`src/hw/rtl/sha_pkg.sv`:
```
// Package: SHA-256 constants, payload structs and controller/datapath command types.
package sha_pkg;

   typedef struct packed {
      logic [7:0] data_byte;
      logic       has_byte;
      logic       end_of_message;
   } req_word_type;

   typedef struct packed {
      logic [63:0] digest_chunk;
      logic [1:0]  chunk_index;
      logic        last_chunk;
   } rsp_word_type;

   localparam logic [7:0] PAD_BYTE  = 8'h80;
   localparam int unsigned LEN_POS  = 56;

   typedef logic [31:0] hash_init_type [8];
   localparam hash_init_type HASH_INIT = '{
      32'h6a09e667, 32'hbb67ae85, 32'h3c6ef372, 32'ha54ff53a,
      32'h510e527f, 32'h9b05688c, 32'h1f83d9ab, 32'h5be0cd19};

   typedef logic [31:0] round_k_type [64];
   localparam round_k_type ROUND_K = '{
      32'h428a2f98, 32'h71374491, 32'hb5c0fbcf, 32'he9b5dba5,
      32'h3956c25b, 32'h59f111f1, 32'h923f82a4, 32'hab1c5ed5,
      32'hd807aa98, 32'h12835b01, 32'h243185be, 32'h550c7dc3,
      32'h72be5d74, 32'h80deb1fe, 32'h9bdc06a7, 32'hc19bf174,
      32'he49b69c1, 32'hefbe4786, 32'h0fc19dc6, 32'h240ca1cc,
      32'h2de92c6f, 32'h4a7484aa, 32'h5cb0a9dc, 32'h76f988da,
      32'h983e5152, 32'ha831c66d, 32'hb00327c8, 32'hbf597fc7,
      32'hc6e00bf3, 32'hd5a79147, 32'h06ca6351, 32'h14292967,
      32'h27b70a85, 32'h2e1b2138, 32'h4d2c6dfc, 32'h53380d13,
      32'h650a7354, 32'h766a0abb, 32'h81c2c92e, 32'h92722c85,
      32'ha2bfe8a1, 32'ha81a664b, 32'hc24b8b70, 32'hc76c51a3,
      32'hd192e819, 32'hd6990624, 32'hf40e3585, 32'h106aa070,
      32'h19a4c116, 32'h1e376c08, 32'h2748774c, 32'h34b0bcb5,
      32'h391c0cb3, 32'h4ed8aa4a, 32'h5b9cca4f, 32'h682e6ff3,
      32'h748f82ee, 32'h78a5636f, 32'h84c87814, 32'h8cc70208,
      32'h90befffa, 32'ha4506ceb, 32'hbef9a3f7, 32'hc67178f2};

   // controller -> datapath
   typedef struct packed {
      logic       load_byte;   // store byte at fill position, bump count and length
      logic       load_pad;    // store padding/length byte at fill position
      logic [7:0] pad_byte;
      logic       round_start; // copy hash into working words
      logic       round_step;  // one compression round
      logic       hash_add;    // fold working words into hash
      logic       hash_reset;  // back to initial hash, clear count and length
      logic       fill_clear;
      logic [1:0] chunk_sel;
   } dp_cmd_type;

   // datapath -> controller
   typedef struct packed {
      logic [5:0]  fill;
      logic        last_round;
      logic [63:0] msg_len;
   } dp_status_type;

   function automatic logic [31:0] rotr(input logic [31:0] x, input int unsigned n);
      rotr = (x >> n) | (x << (32 - n));
   endfunction

endpackage

```
`src/hw/rtl/sha_datapath.sv`:
```
// Datapath: block buffer, message schedule, round logic, hash words and length counter.
module sha_datapath (
   input  logic                  clock,
   input  logic                  reset,
   input  sha_pkg::dp_cmd_type   cmd,
   input  logic [7:0]            data_byte,
   output sha_pkg::dp_status_type status,
   output logic [63:0]           chunk
);

   // block held as 16 big-endian words, bytes land in their lane
   logic [31:0] block_ff [16];
   logic [31:0] sched_ff [16];
   logic [31:0] work_ff  [8];
   logic [31:0] hash_ff  [8];
   logic [5:0]  fill_ff;
   logic [63:0] bits_ff;
   logic [5:0]  round_ff;

   logic [4:0]  lane_lsb;
   logic [31:0] w_blk, w_sch, w_cur, s0w, s1w, t1, t2, s1, ch, s0, mj;
   logic [31:0] x15, x2;

   assign lane_lsb = {~fill_ff[1:0], 3'b000};
   assign w_blk  = block_ff[round_ff[3:0]];
   assign x15 = sched_ff[round_ff[3:0] + 4'd1];
   assign x2  = sched_ff[round_ff[3:0] + 4'd14];
   assign s0w = sha_pkg::rotr(x15, 7) ^ sha_pkg::rotr(x15, 18) ^ (x15 >> 3);
   assign s1w = sha_pkg::rotr(x2, 17) ^ sha_pkg::rotr(x2, 19) ^ (x2 >> 10);
   assign w_sch = sched_ff[round_ff[3:0]] + s0w + sched_ff[round_ff[3:0] + 4'd9] + s1w;
   assign w_cur = round_ff[5:4] == 2'd0 ? w_blk : w_sch;

   assign s1 = sha_pkg::rotr(work_ff[4], 6) ^ sha_pkg::rotr(work_ff[4], 11)
             ^ sha_pkg::rotr(work_ff[4], 25);
   assign ch = (work_ff[4] & work_ff[5]) ^ (~work_ff[4] & work_ff[6]);
   assign s0 = sha_pkg::rotr(work_ff[0], 2) ^ sha_pkg::rotr(work_ff[0], 13)
             ^ sha_pkg::rotr(work_ff[0], 22);
   assign mj = (work_ff[0] & work_ff[1]) ^ (work_ff[0] & work_ff[2])
             ^ (work_ff[1] & work_ff[2]);
   assign t1 = work_ff[7] + s1 + ch + sha_pkg::ROUND_K[round_ff] + w_cur;
   assign t2 = s0 + mj;

   always_ff @(posedge clock) begin
      if (cmd.load_byte) begin
         block_ff[fill_ff[5:2]][lane_lsb +: 8] <= data_byte;
      end else if (cmd.load_pad) begin
         block_ff[fill_ff[5:2]][lane_lsb +: 8] <= cmd.pad_byte;
      end
      if (cmd.round_start) begin
         for (int i = 0; i < 8; i++) work_ff[i] <= hash_ff[i];
      end else if (cmd.round_step) begin
         sched_ff[round_ff[3:0]] <= w_cur;
         for (int i = 1; i < 8; i++) work_ff[i] <= work_ff[i-1];
         work_ff[4] <= work_ff[3] + t1;
         work_ff[0] <= t1 + t2;
      end
   end

   always_ff @(posedge clock) begin
      if (reset) begin
         for (int i = 0; i < 8; i++) hash_ff[i] <= sha_pkg::HASH_INIT[i];
         fill_ff  <= '0;
         bits_ff  <= '0;
         round_ff <= '0;
      end else begin
         if (cmd.hash_reset) begin
            for (int i = 0; i < 8; i++) hash_ff[i] <= sha_pkg::HASH_INIT[i];
            bits_ff <= '0;
         end else if (cmd.hash_add) begin
            for (int i = 0; i < 8; i++) hash_ff[i] <= hash_ff[i] + work_ff[i];
         end else if (cmd.load_byte) begin
            bits_ff <= bits_ff + 64'd8;
         end
         if (cmd.fill_clear || cmd.hash_reset) begin
            fill_ff <= '0;
         end else if (cmd.load_byte || cmd.load_pad) begin
            fill_ff <= fill_ff + 6'd1;
         end
         if (cmd.round_start) begin
            round_ff <= '0;
         end else if (cmd.round_step) begin
            round_ff <= round_ff + 6'd1;
         end
      end
   end

   assign status.fill       = fill_ff;
   assign status.last_round = round_ff == 6'd63;
   assign status.msg_len    = bits_ff;
   assign chunk = {hash_ff[{cmd.chunk_sel, 1'b0}], hash_ff[{cmd.chunk_sel, 1'b1}]};

endmodule

```
`src/hw/rtl/sha_control.sv`:
```
// Controller: sequences byte loading, padding, compression and digest output.
module sha_control (
   input  logic                   clock,
   input  logic                   reset,
   input  logic                   req_valid,
   output logic                   req_stall,
   input  sha_pkg::req_word_type  req_word,
   output logic                   rsp_valid,
   input  logic                   rsp_stall,
   output sha_pkg::rsp_word_type  rsp_word,
   output sha_pkg::dp_cmd_type    cmd,
   input  sha_pkg::dp_status_type status,
   input  logic [63:0]            chunk
);

   typedef enum logic [2:0] {
      S_IDLE, S_START, S_ROUND, S_ADD, S_PAD, S_OUT
   } state_type;

   state_type   state_ff;
   logic        final_ff;   // compression belongs to the padding tail
   logic        eom_ff;     // end of message pending after a full-block compression
   logic        len_ff;     // padding block carries the length
   logic [1:0]  chunk_ff;
   logic        rsp_valid_ff;
   logic        accept;
   logic [2:0]  len_byte;

   assign accept    = req_valid && !req_stall;
   assign req_stall = state_ff != S_IDLE;
   assign rsp_valid = rsp_valid_ff;
   assign len_byte  = status.fill[2:0];

   always_comb begin
      cmd = '0;
      cmd.chunk_sel = chunk_ff;
      unique case (state_ff)
         S_IDLE: begin
            cmd.load_byte = accept && req_word.has_byte;
         end
         S_START: cmd.round_start = 1'b1;
         S_ROUND: cmd.round_step  = 1'b1;
         S_ADD: begin
            cmd.hash_add   = 1'b1;
            cmd.fill_clear = 1'b1;
         end
         S_PAD: begin
            cmd.load_pad = 1'b1;
            if (len_ff && status.fill >= 6'(sha_pkg::LEN_POS)) begin
               cmd.pad_byte = status.msg_len[{~len_byte, 3'b000} +: 8];
            end else if (final_ff) begin
               cmd.pad_byte = 8'h00;
            end else begin
               cmd.pad_byte = sha_pkg::PAD_BYTE;
            end
         end
         S_OUT: begin
            cmd.hash_reset = !rsp_stall && chunk_ff == 2'd3;
         end
         default: ;
      endcase
   end

   always_ff @(posedge clock) begin
      if (reset) begin
         state_ff     <= S_IDLE;
         final_ff     <= 1'b0;
         eom_ff       <= 1'b0;
         len_ff       <= 1'b0;
         chunk_ff     <= '0;
         rsp_valid_ff <= 1'b0;
      end else begin
         unique case (state_ff)
            S_IDLE: begin
               if (accept) begin
                  eom_ff <= req_word.end_of_message;
                  if (req_word.has_byte && status.fill == 6'd63) begin
                     final_ff <= 1'b0;
                     state_ff <= S_START;
                  end else if (req_word.end_of_message) begin
                     final_ff <= 1'b0;
                     state_ff <= S_PAD;
                  end
               end
            end
            S_START: state_ff <= S_ROUND;
            S_ROUND: if (status.last_round) state_ff <= S_ADD;
            S_ADD: begin
               if (!final_ff) begin
                  state_ff <= eom_ff ? S_PAD : S_IDLE;
               end else if (len_ff) begin
                  rsp_valid_ff <= 1'b1;
                  chunk_ff     <= '0;
                  state_ff     <= S_OUT;
               end else begin
                  state_ff <= S_PAD;  // second block of zeros and length
               end
            end
            S_PAD: begin
               // first pad write is the marker byte
               if (!final_ff) begin
                  final_ff <= 1'b1;
                  len_ff   <= status.fill < 6'(sha_pkg::LEN_POS);
               end else if (status.fill == 6'(sha_pkg::LEN_POS - 1) && !len_ff) begin
                  len_ff <= 1'b1;
               end
               if (status.fill == 6'd63) begin
                  state_ff <= S_START;
               end
            end
            S_OUT: begin
               if (!rsp_stall) begin
                  chunk_ff <= chunk_ff + 2'd1;
                  if (chunk_ff == 2'd3) begin
                     rsp_valid_ff <= 1'b0;
                     final_ff     <= 1'b0;
                     eom_ff       <= 1'b0;
                     len_ff       <= 1'b0;
                     state_ff     <= S_IDLE;
                  end
               end
            end
            default: state_ff <= S_IDLE;
         endcase
      end
   end

   assign rsp_word.digest_chunk = chunk;
   assign rsp_word.chunk_index  = chunk_ff;
   assign rsp_word.last_chunk   = chunk_ff == 2'd3;

endmodule

```
`src/hw/rtl/sha256_stream_hasher_core.sv`:
```
// SHA-256 stream hasher top level.
// Usage: one word on req carries an optional message byte (has_byte) and an
// end_of_message flag. Bytes fill a 64-byte block buffer one per cycle; when
// the buffer is full the block is compressed by a single round unit, one
// round per cycle, and req_stall is held high meanwhile.
// A plain byte word leaves req_stall low; the word that completes a block
// is followed by start, 64 rounds and hash add.
// End of message: padding is written one byte a cycle to the end of the
// block, followed by one or two compressions, then four rsp words of 64
// bits, most significant first, last_chunk on the fourth.
// One compression serves when marker and length fit the block, two otherwise.
// rsp_stall holds the current digest word in place; no new req word is
// taken until the last digest word has gone.
// Reset: synchronous, restores the initial hash, clears the byte count and
// bit length, and returns the controller to idle.
module sha256_stream_hasher_core (
   input  logic                  clock,
   input  logic                  reset,
   input  logic                  req_valid,
   output logic                  req_stall,
   input  sha_pkg::req_word_type req_word,
   output logic                  rsp_valid,
   input  logic                  rsp_stall,
   output sha_pkg::rsp_word_type rsp_word
);

   sha_pkg::dp_cmd_type    cmd;
   sha_pkg::dp_status_type status;
   logic [63:0]            chunk;

   sha_control u_control (
      .clock, .reset, .req_valid, .req_stall, .req_word,
      .rsp_valid, .rsp_stall, .rsp_word, .cmd, .status, .chunk
   );

   sha_datapath u_datapath (
      .clock, .reset, .cmd, .data_byte(req_word.data_byte), .status, .chunk
   );

endmodule
```
`config.mk`:
```
export PLATFORM = sky130hd
export DESIGN_NAME = sha256_stream_hasher_core
export DESIGN_NICKNAME = d
export VERILOG_FILES = /design/src/hw/rtl/sha_pkg.sv /design/src/hw/rtl/sha_datapath.sv /design/src/hw/rtl/sha_control.sv /design/src/hw/rtl/sha256_stream_hasher_core.sv
export SDC_FILE = /design/constraint.sdc
export NUM_CORES = 2
export LEC_CHECK = 0
export ABC_AREA = 1
export BUFFER_PORTS_ARGS = -buffer_cell sky130_fd_sc_hd__buf_4
export CAP_MARGIN = 40
export CELL_PAD_IN_SITES_DETAIL_PLACEMENT = 1
export CELL_PAD_IN_SITES_GLOBAL_PLACEMENT = 2
export CORE_MARGIN = 2
export CORE_UTILIZATION = 28
export CTS_BUF_LIST = sky130_fd_sc_hd__clkbuf_16
export CTS_CLUSTER_SIZE = 28
export DETAILED_ROUTE_END_ITERATION = 16
export PLACE_DENSITY_LB_ADDON = 0.1
export SLEW_MARGIN = 20
export SYNTH_ARGS = -nofsm -noshare
export SYNTH_HDL_FRONTEND = slang
export SYNTH_SLANG_ARGS = --single-unit
```
`constraint.sdc`:
```
create_clock -name clock -period 29.8 [get_ports clock]
set_clock_uncertainty 0.1 [all_clocks]
set_input_delay 5.96 -clock clock [delete_from_list [all_inputs] [get_ports clock]]
set_output_delay 5.96 -clock clock [all_outputs]
set_load 0.01 [all_outputs]
```
==> results.json <==
{
  "status": "complete, no violations",
  "post-route-drc-count": 0,
  "num_rows": 224,
  "fin_crit_ns": 15.18,
  "place.detailed.hpwl_mm": 399.1,
  "netlist_instances": 12220,
  "crit_required_ns": 30.48,
  "layout_commonest_cell": "nand2_1",
  "drive_gt1_share_pct": 7.965,
  "maxSlewViolCount": 0,
  "drt-total-wl_mm": 540.1,
  "multi_input_area_sq_um": 49810,
  "wl_per_cell_microns": 31.14,
  "synth_top_family_by_area": "compound AO/OA/AOI/OAI gates",
  "postCtsHoldBufs": 0,
  "critPathLaunchType": "register",
  "layout_setup_ws_ns": 14.62,
  "rr_endpoint": "u_datapath.work_ff[0][31]",
  "synth_compound_area_share_pct": 20.49,
  "clk_latency_ns": 1.00,
  "area_growth_pct": 13.77,
  "cp_max_fo": 148,
  "cts_buffer_depth": 4,
  "tightest_slew_ns": 1.033,
  "first_pass_iters": 6,
  "antenna_found_initial": 11,
  "grt_max_degree": 159,
  "final_cell_mix": "1852 x nand2_1, 1504 x edfxtp_1, 1500 x o21ai_0",
  "cts.sinks": 1624,
  "worstHoldStart": "u_control.eom_ff",
  "syn_avg_cell_area_sq_um": 8.588,
  "cp_num_buf_inv": 10,
  "critPathTopFamily": "adder cells",
  "synthArstFlopShare_pct": 0,
  "place_congestion": 0.9394,
  "finalHoldViolations": 0,
  "post-route-util_pct": 32.04,
  "r2r_start": "u_datapath.round_ff[0]",
  "n_fill_cell": 43180,
  "antenna_left": 0,
  "fmax_mhz": 65.89,
  "die_x_microns": 616.3,
  "via_count": 94340,
  "design.core.area_sq_um": 372800,
  "cpPeakStageDelay_ns": 0.78,
  "synth_adder_area_share_pct": 8.499,
  "htreeDepth": 4,
  "grt_pass1_vias": 96990,
  "track_usage_pct": 27.68,
  "viasPerCell": 5.439,
  "setup-violations-final": 0,
  "synth.mux.area_fraction_pct": 0.3433,
  "initial_utilization_pct": 28.16,
  "use_met1_pct": 36.14,
  "io_buffers": 82,
  "worstHoldEndpoint": "u_control.eom_ff",
  "synth_edf_count": 1504,
  "cts_tree": "done",
  "synth_nets": 12830,
  "cts_resized": 0,
  "cts-buffers-inserted": 213,
  "die-area_sq_um": 379800,
  "synth_ff_type": "edfxtp_1",
  "holdPathStages": 2,
  "ys_seq_area_share_pct": 45.32,
  "slowest_stage": "dfxtp_4",
  "use_met3_pct": 2.337,
  "nets": 12800,
  "ys_types": 73,
  "grt_pass1_wl_mm": 758.2,
  "cp.arrival_ns": 15.86,
  "synth_xor_xnor_area_share_pct": 2.895,
  "ioPinCount": 83,
  "syn_area_sq_um": 105000,
  "use_met2_pct": 47.51,
  "grt_busiest_layer": "met2",
  "clk_pin_slew_worst_paths_ns": 0.06,
  "path_class": "reg -> reg",
  "rsz0062_at_grt": "no",
  "finalSetupTns_ns": 0,
  "endpoint_kind": "register",
  "r2r_slack_ns": 14.62,
  "die_y_microns": 616.3,
  "root_buffer": "clkbuf_16",
  "pre_cts_ws_ns": 14.76,
  "grt_overflow": 0,
  "hold_path_class": "reg -> reg",
  "ys_ff_latch": 1624,
  "relSlewSlack_pct": 31.16,
  "synth-simple-area-share_pct": 14.90,
  "min_period_over_period_pct": 50.93,
  "r2r_cells": 52,
  "yosys_warnings": 0,
  "post_cts_buffers": 0,
  "cap_violations": 0,
  "ff_latch_area_sq_um": 47590,
  "drtIter0Drc": 7356
}
[per-layer routing]
metal | up-vias | wire, microns
li1 | 42710 | -
met1 | 48600 | 236300
met3 | 658 | 20120
met2 | 2371 | 260300
met5 | - | 26
met4 | 4 | 23370
[cells by family (layout without fill, tap and decap cells)]
kind of cell / after synthesis / after routing
AOI/OAI and AO/OA: 3794 / 3794
and+or+nand+nor: 3769 / 3769
buffers and inverters: 2060 / 2204
DFF: 1624 / 1624
adders and majority gates: 596 / 596
xor gates and xnor gates: 347 / 347
muxes: 32 / 32
other: 0 / 6
[cells in the mapped netlist, types with 141 or more instances]
library cell / number / area, sq um
a21oi_1: 1238 / 6196
clkbuf_1: 478 / 1794
edfxtp_1: 1504 / 45160
fa_1: 195 / 3904
ha_1: 401 / 5017
inv_1: 1363 / 5116
nand2_1: 1854 / 6959
nand3_1: 565 / 2828
nor2_1: 1018 / 3821
o211ai_1: 141 / 1059
o21ai_0: 1511 / 7562
o22ai_1: 241 / 1508
xnor2_1: 164 / 1436
xor2_1: 183 / 1603
[stage by stage]
stage          cells  hold slack, ns  instance area (sq um)
5_1_grt        17340          0.3741                 119400
6_report       17340          0.3539                 119400
4_1_cts        17330          0.3591                 119200
3_5_place_dp   16930          0.3492                 112600
3_3_place_gp   16810          0.3456                 111100
2_1_floorplan  12220          0.3199                 105000
[registers in the layout, summed over array words and instances, names as in the netlist, named ones only]
signal / cells
u_control.rsp_valid: 1
u_datapath.fill_ff: 6
u_control.eom_ff: 1
u_control.chunk_ff: 2
u_datapath.sched_ff: 512
u_datapath.block_ff: 512
u_control.state_ff: 3
u_datapath.bits_ff: 61
u_datapath.hash_ff: 256
u_control.len_ff: 1
u_control.final_ff: 1
u_datapath.work_ff: 256
u_datapath.round_ff: 6
[worst max-delay path by stage]
stage                                 to                   start  slack, ns  cells after the start
2_1_floorplan  u_datapath.work_ff[0][31]  u_datapath.round_ff[2]      18.90                     59
3_3_place_gp   u_datapath.work_ff[0][31]  u_datapath.round_ff[0]      14.05                     50
3_5_place_dp   u_datapath.work_ff[0][28]  u_datapath.round_ff[0]      14.76                     50
4_1_cts        u_datapath.work_ff[0][31]  u_datapath.round_ff[0]      14.69                     52
5_1_grt        u_datapath.work_ff[0][31]  u_datapath.round_ff[0]      13.88                     54
6_report       u_datapath.work_ff[0][31]  u_datapath.round_ff[0]      14.62                     52
[cell type report]
cell class / count / area share, %
tap: 4972 / 5.210
clock inverter: 179 / 1.076
antenna: 6 / 0.01257
inverter: 1397 / 4.437
sequential: 1624 / 39.85
timing repair buffer: 414 / 3.213
multi-input combinational: 8538 / 41.71
clock buffer: 214 / 4.485
[worst min-delay path, cell delays in order (launching register included)]
cell and delay, ns:
dfxtp_1 0.31, inv_1 0.05, a21oi_1 0.05
Power is left out: the tool's default activity adds up to more than one toggle a clock period on the data nets, which glitch-free logic cannot reach.
